[src/rtl/assert_macros.svh]
// Assertion helpers shared by the queue and back-end RTL files.
`ifndef ASSERT_MACROS_SVH
`define ASSERT_MACROS_SVH

// Check a property on every rising clock edge outside reset.
`define ASSERT_CLK(label, clk, rst_n, prop) \
  label: assert property (@(posedge clk) disable iff (!rst_n) (prop)) \
    else $error("assertion failed");

// Check that a condition never holds outside reset.
`define ASSERT_NEVER(label, clk, rst_n, cond) \
  label: assert property (@(posedge clk) disable iff (!rst_n) !(cond)) \
    else $error("forbidden condition seen");

`endif

[src/rtl/b64d_pkg.sv]
`timescale 1ns / 1ps
package b64d_pkg;

  typedef enum logic [1:0] {
    CLS_SKIP = 2'd0,
    CLS_PAD  = 2'd1,
    CLS_BAD  = 2'd2,
    CLS_DATA = 2'd3
  } char_cls_e;

  typedef enum logic [1:0] {
    ST_OK  = 2'd0,
    ST_PAD = 2'd1,
    ST_BAD = 2'd2
  } end_status_e;

  typedef struct packed {
    char_cls_e   cls;
    logic [5:0]  sextet;
    logic        last;
  } q_entry_t;

  typedef struct packed {
    logic full;
    logic empty;
  } q_status_t;

  localparam logic [7:0] CharCr    = 8'h0D;
  localparam logic [7:0] CharLf    = 8'h0A;
  localparam logic [7:0] CharPad   = 8'h3D;
  localparam logic [7:0] CharPlus  = 8'h2B;
  localparam logic [7:0] CharSlash = 8'h2F;
  localparam logic [5:0] SextetPlus  = 6'd62;
  localparam logic [5:0] SextetSlash = 6'd63;

endpackage

[src/rtl/b64d_front.sv]
`timescale 1ns / 1ps
module b64d_front (
  input  logic                 in_valid_i,
  output logic                 in_ready_o,
  input  logic [7:0]           char_byte_i,
  input  logic                 last_char_i,
  input  b64d_pkg::q_status_t  q_status_i,
  output logic                 push_o,
  output b64d_pkg::q_entry_t   push_entry_o
);
  import b64d_pkg::*;

  char_cls_e  cls;
  logic [5:0] sextet;

  // Map the character to its class and six-bit value.
  always_comb begin
    cls    = CLS_BAD;
    sextet = '0;
    if (char_byte_i == CharCr || char_byte_i == CharLf) begin
      cls = CLS_SKIP;
    end else if (char_byte_i == CharPad) begin
      cls = CLS_PAD;
    end else if (char_byte_i >= 8'h41 && char_byte_i <= 8'h5A) begin
      cls    = CLS_DATA;
      sextet = 6'(char_byte_i - 8'h41);
    end else if (char_byte_i >= 8'h61 && char_byte_i <= 8'h7A) begin
      cls    = CLS_DATA;
      sextet = 6'(char_byte_i - 8'h61 + 8'd26);
    end else if (char_byte_i >= 8'h30 && char_byte_i <= 8'h39) begin
      cls    = CLS_DATA;
      sextet = 6'(char_byte_i - 8'h30 + 8'd52);
    end else if (char_byte_i == CharPlus) begin
      cls    = CLS_DATA;
      sextet = SextetPlus;
    end else if (char_byte_i == CharSlash) begin
      cls    = CLS_DATA;
      sextet = SextetSlash;
    end
  end

  assign in_ready_o          = !q_status_i.full;
  assign push_o              = in_valid_i && !q_status_i.full;
  assign push_entry_o.cls    = cls;
  assign push_entry_o.sextet = sextet;
  assign push_entry_o.last   = last_char_i;

endmodule

[src/rtl/b64d_queue.sv]
`timescale 1ns / 1ps
`include "assert_macros.svh"
module b64d_queue #(
  parameter int Depth = 2
) (
  input  logic                 clk_i,
  input  logic                 rst_ni,
  input  logic                 push_i,
  input  b64d_pkg::q_entry_t   push_entry_i,
  input  logic                 pop_i,
  output b64d_pkg::q_entry_t   head_o,
  output b64d_pkg::q_status_t  status_o
);
  import b64d_pkg::*;

  localparam int PtrW = (Depth > 1) ? $clog2(Depth) : 1;
  localparam int CntW = $clog2(Depth + 1);
  localparam logic [PtrW-1:0] LastPtr = PtrW'(Depth - 1);
  localparam logic [CntW-1:0] FullCnt = CntW'(Depth);

  q_entry_t        mem_q [Depth];
  logic [PtrW-1:0] wr_ptr_q, wr_ptr_d;
  logic [PtrW-1:0] rd_ptr_q, rd_ptr_d;
  logic [CntW-1:0] count_q, count_d;

  always_comb begin
    wr_ptr_d = wr_ptr_q;
    rd_ptr_d = rd_ptr_q;
    count_d  = count_q;
    if (push_i) begin
      wr_ptr_d = (wr_ptr_q == LastPtr) ? '0 : wr_ptr_q + 1'b1;
    end
    if (pop_i) begin
      rd_ptr_d = (rd_ptr_q == LastPtr) ? '0 : rd_ptr_q + 1'b1;
    end
    if (push_i && !pop_i) begin
      count_d = count_q + 1'b1;
    end else if (pop_i && !push_i) begin
      count_d = count_q - 1'b1;
    end
  end

  always_ff @(posedge clk_i or negedge rst_ni) begin
    if (!rst_ni) begin
      wr_ptr_q <= '0;
      rd_ptr_q <= '0;
      count_q  <= '0;
    end else begin
      wr_ptr_q <= wr_ptr_d;
      rd_ptr_q <= rd_ptr_d;
      count_q  <= count_d;
    end
  end

  always_ff @(posedge clk_i) begin
    if (push_i) begin
      mem_q[wr_ptr_q] <= push_entry_i;
    end
  end

  assign head_o         = mem_q[rd_ptr_q];
  assign status_o.full  = (count_q == FullCnt);
  assign status_o.empty = (count_q == '0);

  `ASSERT_CLK(a_count_bound, clk_i, rst_ni, count_q <= FullCnt)
  `ASSERT_NEVER(a_pop_empty, clk_i, rst_ni, pop_i && count_q == '0)
  `ASSERT_NEVER(a_push_full, clk_i, rst_ni, push_i && !pop_i && count_q == FullCnt)

endmodule

[src/rtl/b64d_back.sv]
`timescale 1ns / 1ps
`include "assert_macros.svh"
module b64d_back (
  input  logic                 clk_i,
  input  logic                 rst_ni,
  input  b64d_pkg::q_entry_t   head_i,
  input  b64d_pkg::q_status_t  q_status_i,
  output logic                 pop_o,
  output logic                 out_valid_o,
  input  logic                 out_ready_i,
  output logic [7:0]           data_byte_o,
  output logic                 byte_valid_o,
  output logic                 end_of_message_o,
  output logic [1:0]           end_status_o
);
  import b64d_pkg::*;

  logic [5:0]  res_bits_q, res_bits_d;
  logic [2:0]  res_cnt_q, res_cnt_d;
  logic        stopped_q, stopped_d;
  end_status_e cause_q, cause_d;

  logic        out_valid_q, out_valid_d;
  logic [7:0]  data_q;
  logic        bvalid_q, eom_q;
  end_status_e status_q;

  logic [11:0] acc;
  logic [3:0]  cnt;
  logic [3:0]  rest;
  logic        have_byte;
  logic [7:0]  byte_val;
  logic        has_result;

  assign pop_o = !q_status_i.empty && (!out_valid_q || out_ready_i);

  always_comb begin
    res_bits_d = res_bits_q;
    res_cnt_d  = res_cnt_q;
    stopped_d  = stopped_q;
    cause_d    = cause_q;
    have_byte  = 1'b0;
    byte_val   = '0;
    acc        = {res_bits_q, head_i.sextet};
    cnt        = {1'b0, res_cnt_q} + 4'd6;
    rest       = cnt - 4'd8;
    if (!stopped_q) begin
      case (head_i.cls)
        CLS_PAD: begin
          stopped_d = 1'b1;
          cause_d   = ST_PAD;
        end
        CLS_BAD: begin
          stopped_d = 1'b1;
          cause_d   = ST_BAD;
        end
        CLS_DATA: begin
          if (cnt >= 4'd8) begin
            have_byte  = 1'b1;
            byte_val   = 8'(acc >> rest);
            res_bits_d = 6'(acc & ((12'd1 << rest) - 12'd1));
            res_cnt_d  = 3'(rest);
          end else begin
            res_bits_d = acc[5:0];
            res_cnt_d  = 3'(cnt);
          end
        end
        default: ;
      endcase
    end
    has_result = have_byte || head_i.last;
  end

  always_comb begin
    out_valid_d = out_valid_q;
    if (pop_o) begin
      out_valid_d = has_result;
    end else if (out_ready_i) begin
      out_valid_d = 1'b0;
    end
  end

  always_ff @(posedge clk_i or negedge rst_ni) begin
    if (!rst_ni) begin
      res_bits_q  <= '0;
      res_cnt_q   <= '0;
      stopped_q   <= 1'b0;
      cause_q     <= ST_OK;
      out_valid_q <= 1'b0;
    end else begin
      out_valid_q <= out_valid_d;
      if (pop_o) begin
        if (head_i.last) begin
          // drop leftover bits and rearm for the next message
          res_bits_q <= '0;
          res_cnt_q  <= '0;
          stopped_q  <= 1'b0;
          cause_q    <= ST_OK;
        end else begin
          res_bits_q <= res_bits_d;
          res_cnt_q  <= res_cnt_d;
          stopped_q  <= stopped_d;
          cause_q    <= cause_d;
        end
      end
    end
  end

  always_ff @(posedge clk_i) begin
    if (pop_o && has_result) begin
      data_q   <= byte_val;
      bvalid_q <= have_byte;
      eom_q    <= head_i.last;
      status_q <= head_i.last ? cause_d : ST_OK;
    end
  end

  assign out_valid_o      = out_valid_q;
  assign data_byte_o      = data_q;
  assign byte_valid_o     = bvalid_q;
  assign end_of_message_o = eom_q;
  assign end_status_o     = status_q;

  `ASSERT_CLK(a_res_cnt_even, clk_i, rst_ni, !res_cnt_q[0] && res_cnt_q != 3'd7)
  `ASSERT_CLK(a_result_nonempty, clk_i, rst_ni, !out_valid_q || bvalid_q || eom_q)
  `ASSERT_CLK(a_last_rearms, clk_i, rst_ni,
              (pop_o && head_i.last) |=> (res_cnt_q == '0 && !stopped_q))

endmodule

[src/rtl/base64_stream_decoder_top.sv]
// Base64 stream decoder: one character word in, at most one result word out.
// Throughput: one character per cycle sustained while out_ready_i stays high.
// Path: the edge that accepts a character pushes it into the queue; the edge that
// pops it from the queue accumulates it into the output register, where its result
// is then valid (the pop waits while a held result has not been taken).
// Reset (rst_ni low, asynchronous): queue empty, bit accumulator cleared, no result.
`timescale 1ns / 1ps
module base64_stream_decoder_top #(
  parameter int QueueDepth = 2
) (
  input  logic       clk_i,
  input  logic       rst_ni,
  input  logic       in_valid_i,
  output logic       in_ready_o,
  input  logic [7:0] char_byte_i,
  input  logic       last_char_i,
  output logic       out_valid_o,
  input  logic       out_ready_i,
  output logic [7:0] data_byte_o,
  output logic       byte_valid_o,
  output logic       end_of_message_o,
  output logic [1:0] end_status_o
);
  import b64d_pkg::*;

  q_entry_t  push_entry;
  q_entry_t  head;
  q_status_t q_status;
  logic      push;
  logic      pop;

  // Front: classify each character (skip, pad, invalid, data) and push it.
  b64d_front u_front (
    .in_valid_i   (in_valid_i),
    .in_ready_o   (in_ready_o),
    .char_byte_i  (char_byte_i),
    .last_char_i  (last_char_i),
    .q_status_i   (q_status),
    .push_o       (push),
    .push_entry_o (push_entry)
  );

  // Queue: decouples the input handshake from output backpressure.
  b64d_queue #(
    .Depth (QueueDepth)
  ) u_queue (
    .clk_i        (clk_i),
    .rst_ni       (rst_ni),
    .push_i       (push),
    .push_entry_i (push_entry),
    .pop_i        (pop),
    .head_o       (head),
    .status_o     (q_status)
  );

  // Back: bit accumulator, stop tracking and registered result word.
  b64d_back u_back (
    .clk_i            (clk_i),
    .rst_ni           (rst_ni),
    .head_i           (head),
    .q_status_i       (q_status),
    .pop_o            (pop),
    .out_valid_o      (out_valid_o),
    .out_ready_i      (out_ready_i),
    .data_byte_o      (data_byte_o),
    .byte_valid_o     (byte_valid_o),
    .end_of_message_o (end_of_message_o),
    .end_status_o     (end_status_o)
  );

endmodule
[config.mk]
export PLATFORM = sky130hd
export DESIGN_NAME = base64_stream_decoder_top
export DESIGN_NICKNAME = d
export VERILOG_FILES = /design/src/rtl/b64d_pkg.sv /design/src/rtl/b64d_front.sv /design/src/rtl/b64d_queue.sv /design/src/rtl/b64d_back.sv /design/src/rtl/base64_stream_decoder_top.sv
export VERILOG_INCLUDE_DIRS = /design/src /design/src/rtl
export SDC_FILE = /design/constraint.sdc
export NUM_CORES = 1
export LEC_CHECK = 0
export BUFFER_PORTS_ARGS = -buffer_cell sky130_fd_sc_hd__buf_2
export CAP_MARGIN = 15
export CORE_MARGIN = 4
export CORE_UTILIZATION = 50
export DETAILED_ROUTE_END_ITERATION = 6
export GPL_ROUTABILITY_DRIVEN = 1
export PLACE_DENSITY = 0.69
export SYNTH_ARGS = -nofsm -noshare
export SYNTH_HDL_FRONTEND = slang
export SYNTH_SLANG_ARGS = --single-unit
[constraint.sdc]
create_clock -name clk_i -period 6.6 [get_ports clk_i]
set_input_delay 0.99 -clock clk_i [delete_from_list [all_inputs] [get_ports clk_i]]
set_output_delay 0.99 -clock clk_i [all_outputs]
set_load 0.1 [all_outputs]
==> results.ini <==
[timing]
fin_ws_ns=3.491
max-slew-margin-rel=0.4210
fin_crit_ns=3.109
rsz0062_at_grt=false
fin_worst_skew_ns=0.009740
hold_viol=0
post-route-period-util=0.4710
fmax_mhz=321.7
final-max-slew-violation-count=0
setup_viol=0
worst_pin_slew_ns=0.8654
fin_tns_setup_ns=0
fin_hold_ws_ns=0.4984

[hold_path]
min-delay-start=u_queue.wr_ptr_q
hp-class=flip-flop to flip-flop
min_to=u_queue.wr_ptr_q
min_path_cells=1

[clock_tree]
cts_buffer_depth=2
clk-insertion-delay-late_ns=0.30
cts_sinks=46
cts_tree=built
post_cts_buffers=0
clkTransAtPathRegs_ns=0.09
cts_resized=0
ctsRootBufferMaster=clkbuf_8
htree_levels=2
cts_hold_repair.buffers=0
cts_buffers=5

[final_layout]
fin_util=0.5838
antenna_cells=0
regArea_mm2=0.001301
drive_gt1_frac=0.1490
final_nets=335
layoutNonFillerInstCount=372
fillCellCount=493
fin_area_mm2=0.003077
area_growth_pct=9.777
multi_input_area_mm2=0.001394

[detailed_routing]
vias=2093
drt-pass1-iter-count=4
drtIter0Drc=57
drcViolationCount=0
vias_per_cell=5.626
antenna_left=0
drt-total-wl_mm=5.477
drt-wirelength-per-cell_um=14.72

[floorplan]
rows=26
die_y_um=82.87
core_mm2=0.005270
ios=27
die_x_um=82.87
die_area_mm2=0.006867
initial_core_util=0.5318

[synthesis]
syn_area_per_cell_um2=10.12
synth_area_mm2=0.002803
synth_ff_type=edfxtp_1
synth_fp_nets=311
synth_cell_types=53
synth-seq-area-share=0.4643
yosysWarnings=0
ys_async_sr_fraction=0.3478
synth_edf_count=30
syn_inst=277
synth-seq-cells=46

[power]
swShare=0.5086
peakVddDrop_mv=0.2849
leakage_nw=1.241
power_density_mw_per_mm2=445.1
switchingPower_mw=0.6964
total_power_mw=1.369
comb_power_share=0.508
intPower_mw=0.6730
p_clk_frac=0.130
seqPwrFrac=0.362

[global_route]
grt_util_all_layers=0.1634
grt_pass1_vias=1960
grt-ovfl-total=0
grt_max_degree=21
grt_pass1_wl_mm=9.349
antenna_found_initial=0

[place]
place_inst=363
dp_hpwl_mm=4.208
gp_congestion=0.8709
post_dp_cell_area_mm2=0.002977
pre_cts_ws_ns=3.360
portBuffers=26

[critical_path]
reg2reg_from=u_back.res_cnt_q[1]
crit_type=flip-flop to flip-flop
crit_path_start_kind=flip-flop
rrSetupSlack_ns=3.49
cp-end-kind=flip-flop
cp.arrival_ns=3.04
cp-startpoint=u_back.res_cnt_q[1]
r2r_end=u_back.data_byte_o[2]
cp_data_required_time_ns=6.53
crit_path_max_fanout=20
rr_worst_depth=6

[job]
max_cap_viol_count=0

[status]
status=complete, no violations

## kinds of logic (layout without fill, tap and decap cells)
kind of cell | after synthesis | after routing | synth area share
AO/OA/AOI/OAI | 75 | 75 | 0.1875
XOR/XNOR | 8 | 8 | 0.02500
adder cells (fa/ha/maj) | 21 | 21 | 0.09375
buffers and inverters | 27 | 52 | 0.03839
flip-flops | 46 | 46 | 0.4643
multiplexers | 13 | 13 | 0.04777
other | 1 | 1 | 0.001338
AND/OR/NAND/NOR | 86 | 86 | 0.1420
## cell usage after synthesis (all sizes together), types with 3 or more instances
cell type	number	area (um^2)
a211oi	4	30.03
a21boi	3	22.52
a21oi	15	75.07
a311oi	3	26.28
a31oi	7	43.79
and3	3	23.77
buf	5	25.02
clkbuf	5	18.77
dfrtp	16	400.4
edfxtp	30	900.9
ha	21	262.8
inv	16	60.06
mux2	3	33.78
mux2i	10	100.1
nand2	26	97.59
nand2b	4	25.02
nand3	5	25.02
nor2	31	118.9
nor2b	5	31.28
nor3	4	20.02
o211ai	3	22.52
o21ai	19	106.4
o31ai	3	22.52
xnor2	4	35.03
xor2	4	35.03
## layout by cell type, fill, tap and decap left out, drive strengths merged, types with 2 or more instances in the layout
cell	n
o21ai	19
nor2	31
a311oi	3
mux2	3
inv	19
ha	21
a32o	2
clkbuf	5
o31ai	3
nand2	26
mux2i	10
a21oi	15
xor2	4
edfxtp	30
a211oi	4
a31oi	7
xnor2	4
nand4	2
buf	27
o211ai	3
o41ai	2
or3b	2
and3	3
nor3	4
dfrtp	16
nor2b	5
nand2b	4
a21boi	3
o31a	2
nand3	5
## critical path, stage by stage (launching register included)
cell,delay (ns)
dfrtp_1,0.74
clkinv_1,0.43
ha_1,0.41
nand2b_1,0.31
inv_1,0.13
nor2_1,0.05
nor2_1,0.66
## registers in the layout (all words and copies together), names as in the netlist
register and count:
u_queue.rd_ptr_q 1, u_back.res_bits_q 6, u_queue.wr_ptr_q 1, u_back.stopped_q 1, u_back.end_of_message_o 1, u_back.out_valid_o 1, u_back.res_cnt_q 2, u_queue.count_q 2
u_queue.mem_q 18, u_back.data_byte_o 8, u_back.cause_q 2, u_back.end_status_o 2, u_back.byte_valid_o 1
## metal layers
metal  vias to the layer above  global-route usage  wire length [um]
li1                       1053                   -                 -
met1                       982              0.2019              2351
met2                        43              0.2806              2760
met3                        15             0.03663               251
met4                         0             0.05646               113
met5                         -                   0                 0
## layout make-up
class / instances / area share
multi-input cells: 204 / 0.4530
well taps: 70 / 0.02847
inverters: 17 / 0.02074
flip-flops and latches: 46 / 0.4229
clock inverters: 3 / 0.008540
repair buffers: 27 / 0.04392
clock buffers: 5 / 0.02237
## power groups by stage
stage | Clock (mW) | Combinational [mW] | Sequential, mW
detailed placement | 0 | 0.692 | 0.502
floorplan | 0 | 0.344 | 0.725
global route | 0.193 | 0.751 | 0.508
CTS | 0.186 | 0.695 | 0.496
finish | 0.178 | 0.696 | 0.496
global placement | 0 | 0.686 | 0.500
## worst max-delay path by stage
stage	endpoint	slack [ns]	depth (start not counted)
after floorplan	u_queue.mem_q[0][4]	3.68	9
after global placement	u_queue.mem_q[0][4]	3.42	9
after detailed placement	u_queue.mem_q[1][4]	3.36	9
after CTS	u_back.data_byte_o[2]	3.45	6
after global routing	u_back.data_byte_o[2]	3.13	6
final	u_back.data_byte_o[2]	3.49	6
(Power assumes the default switching activity.)
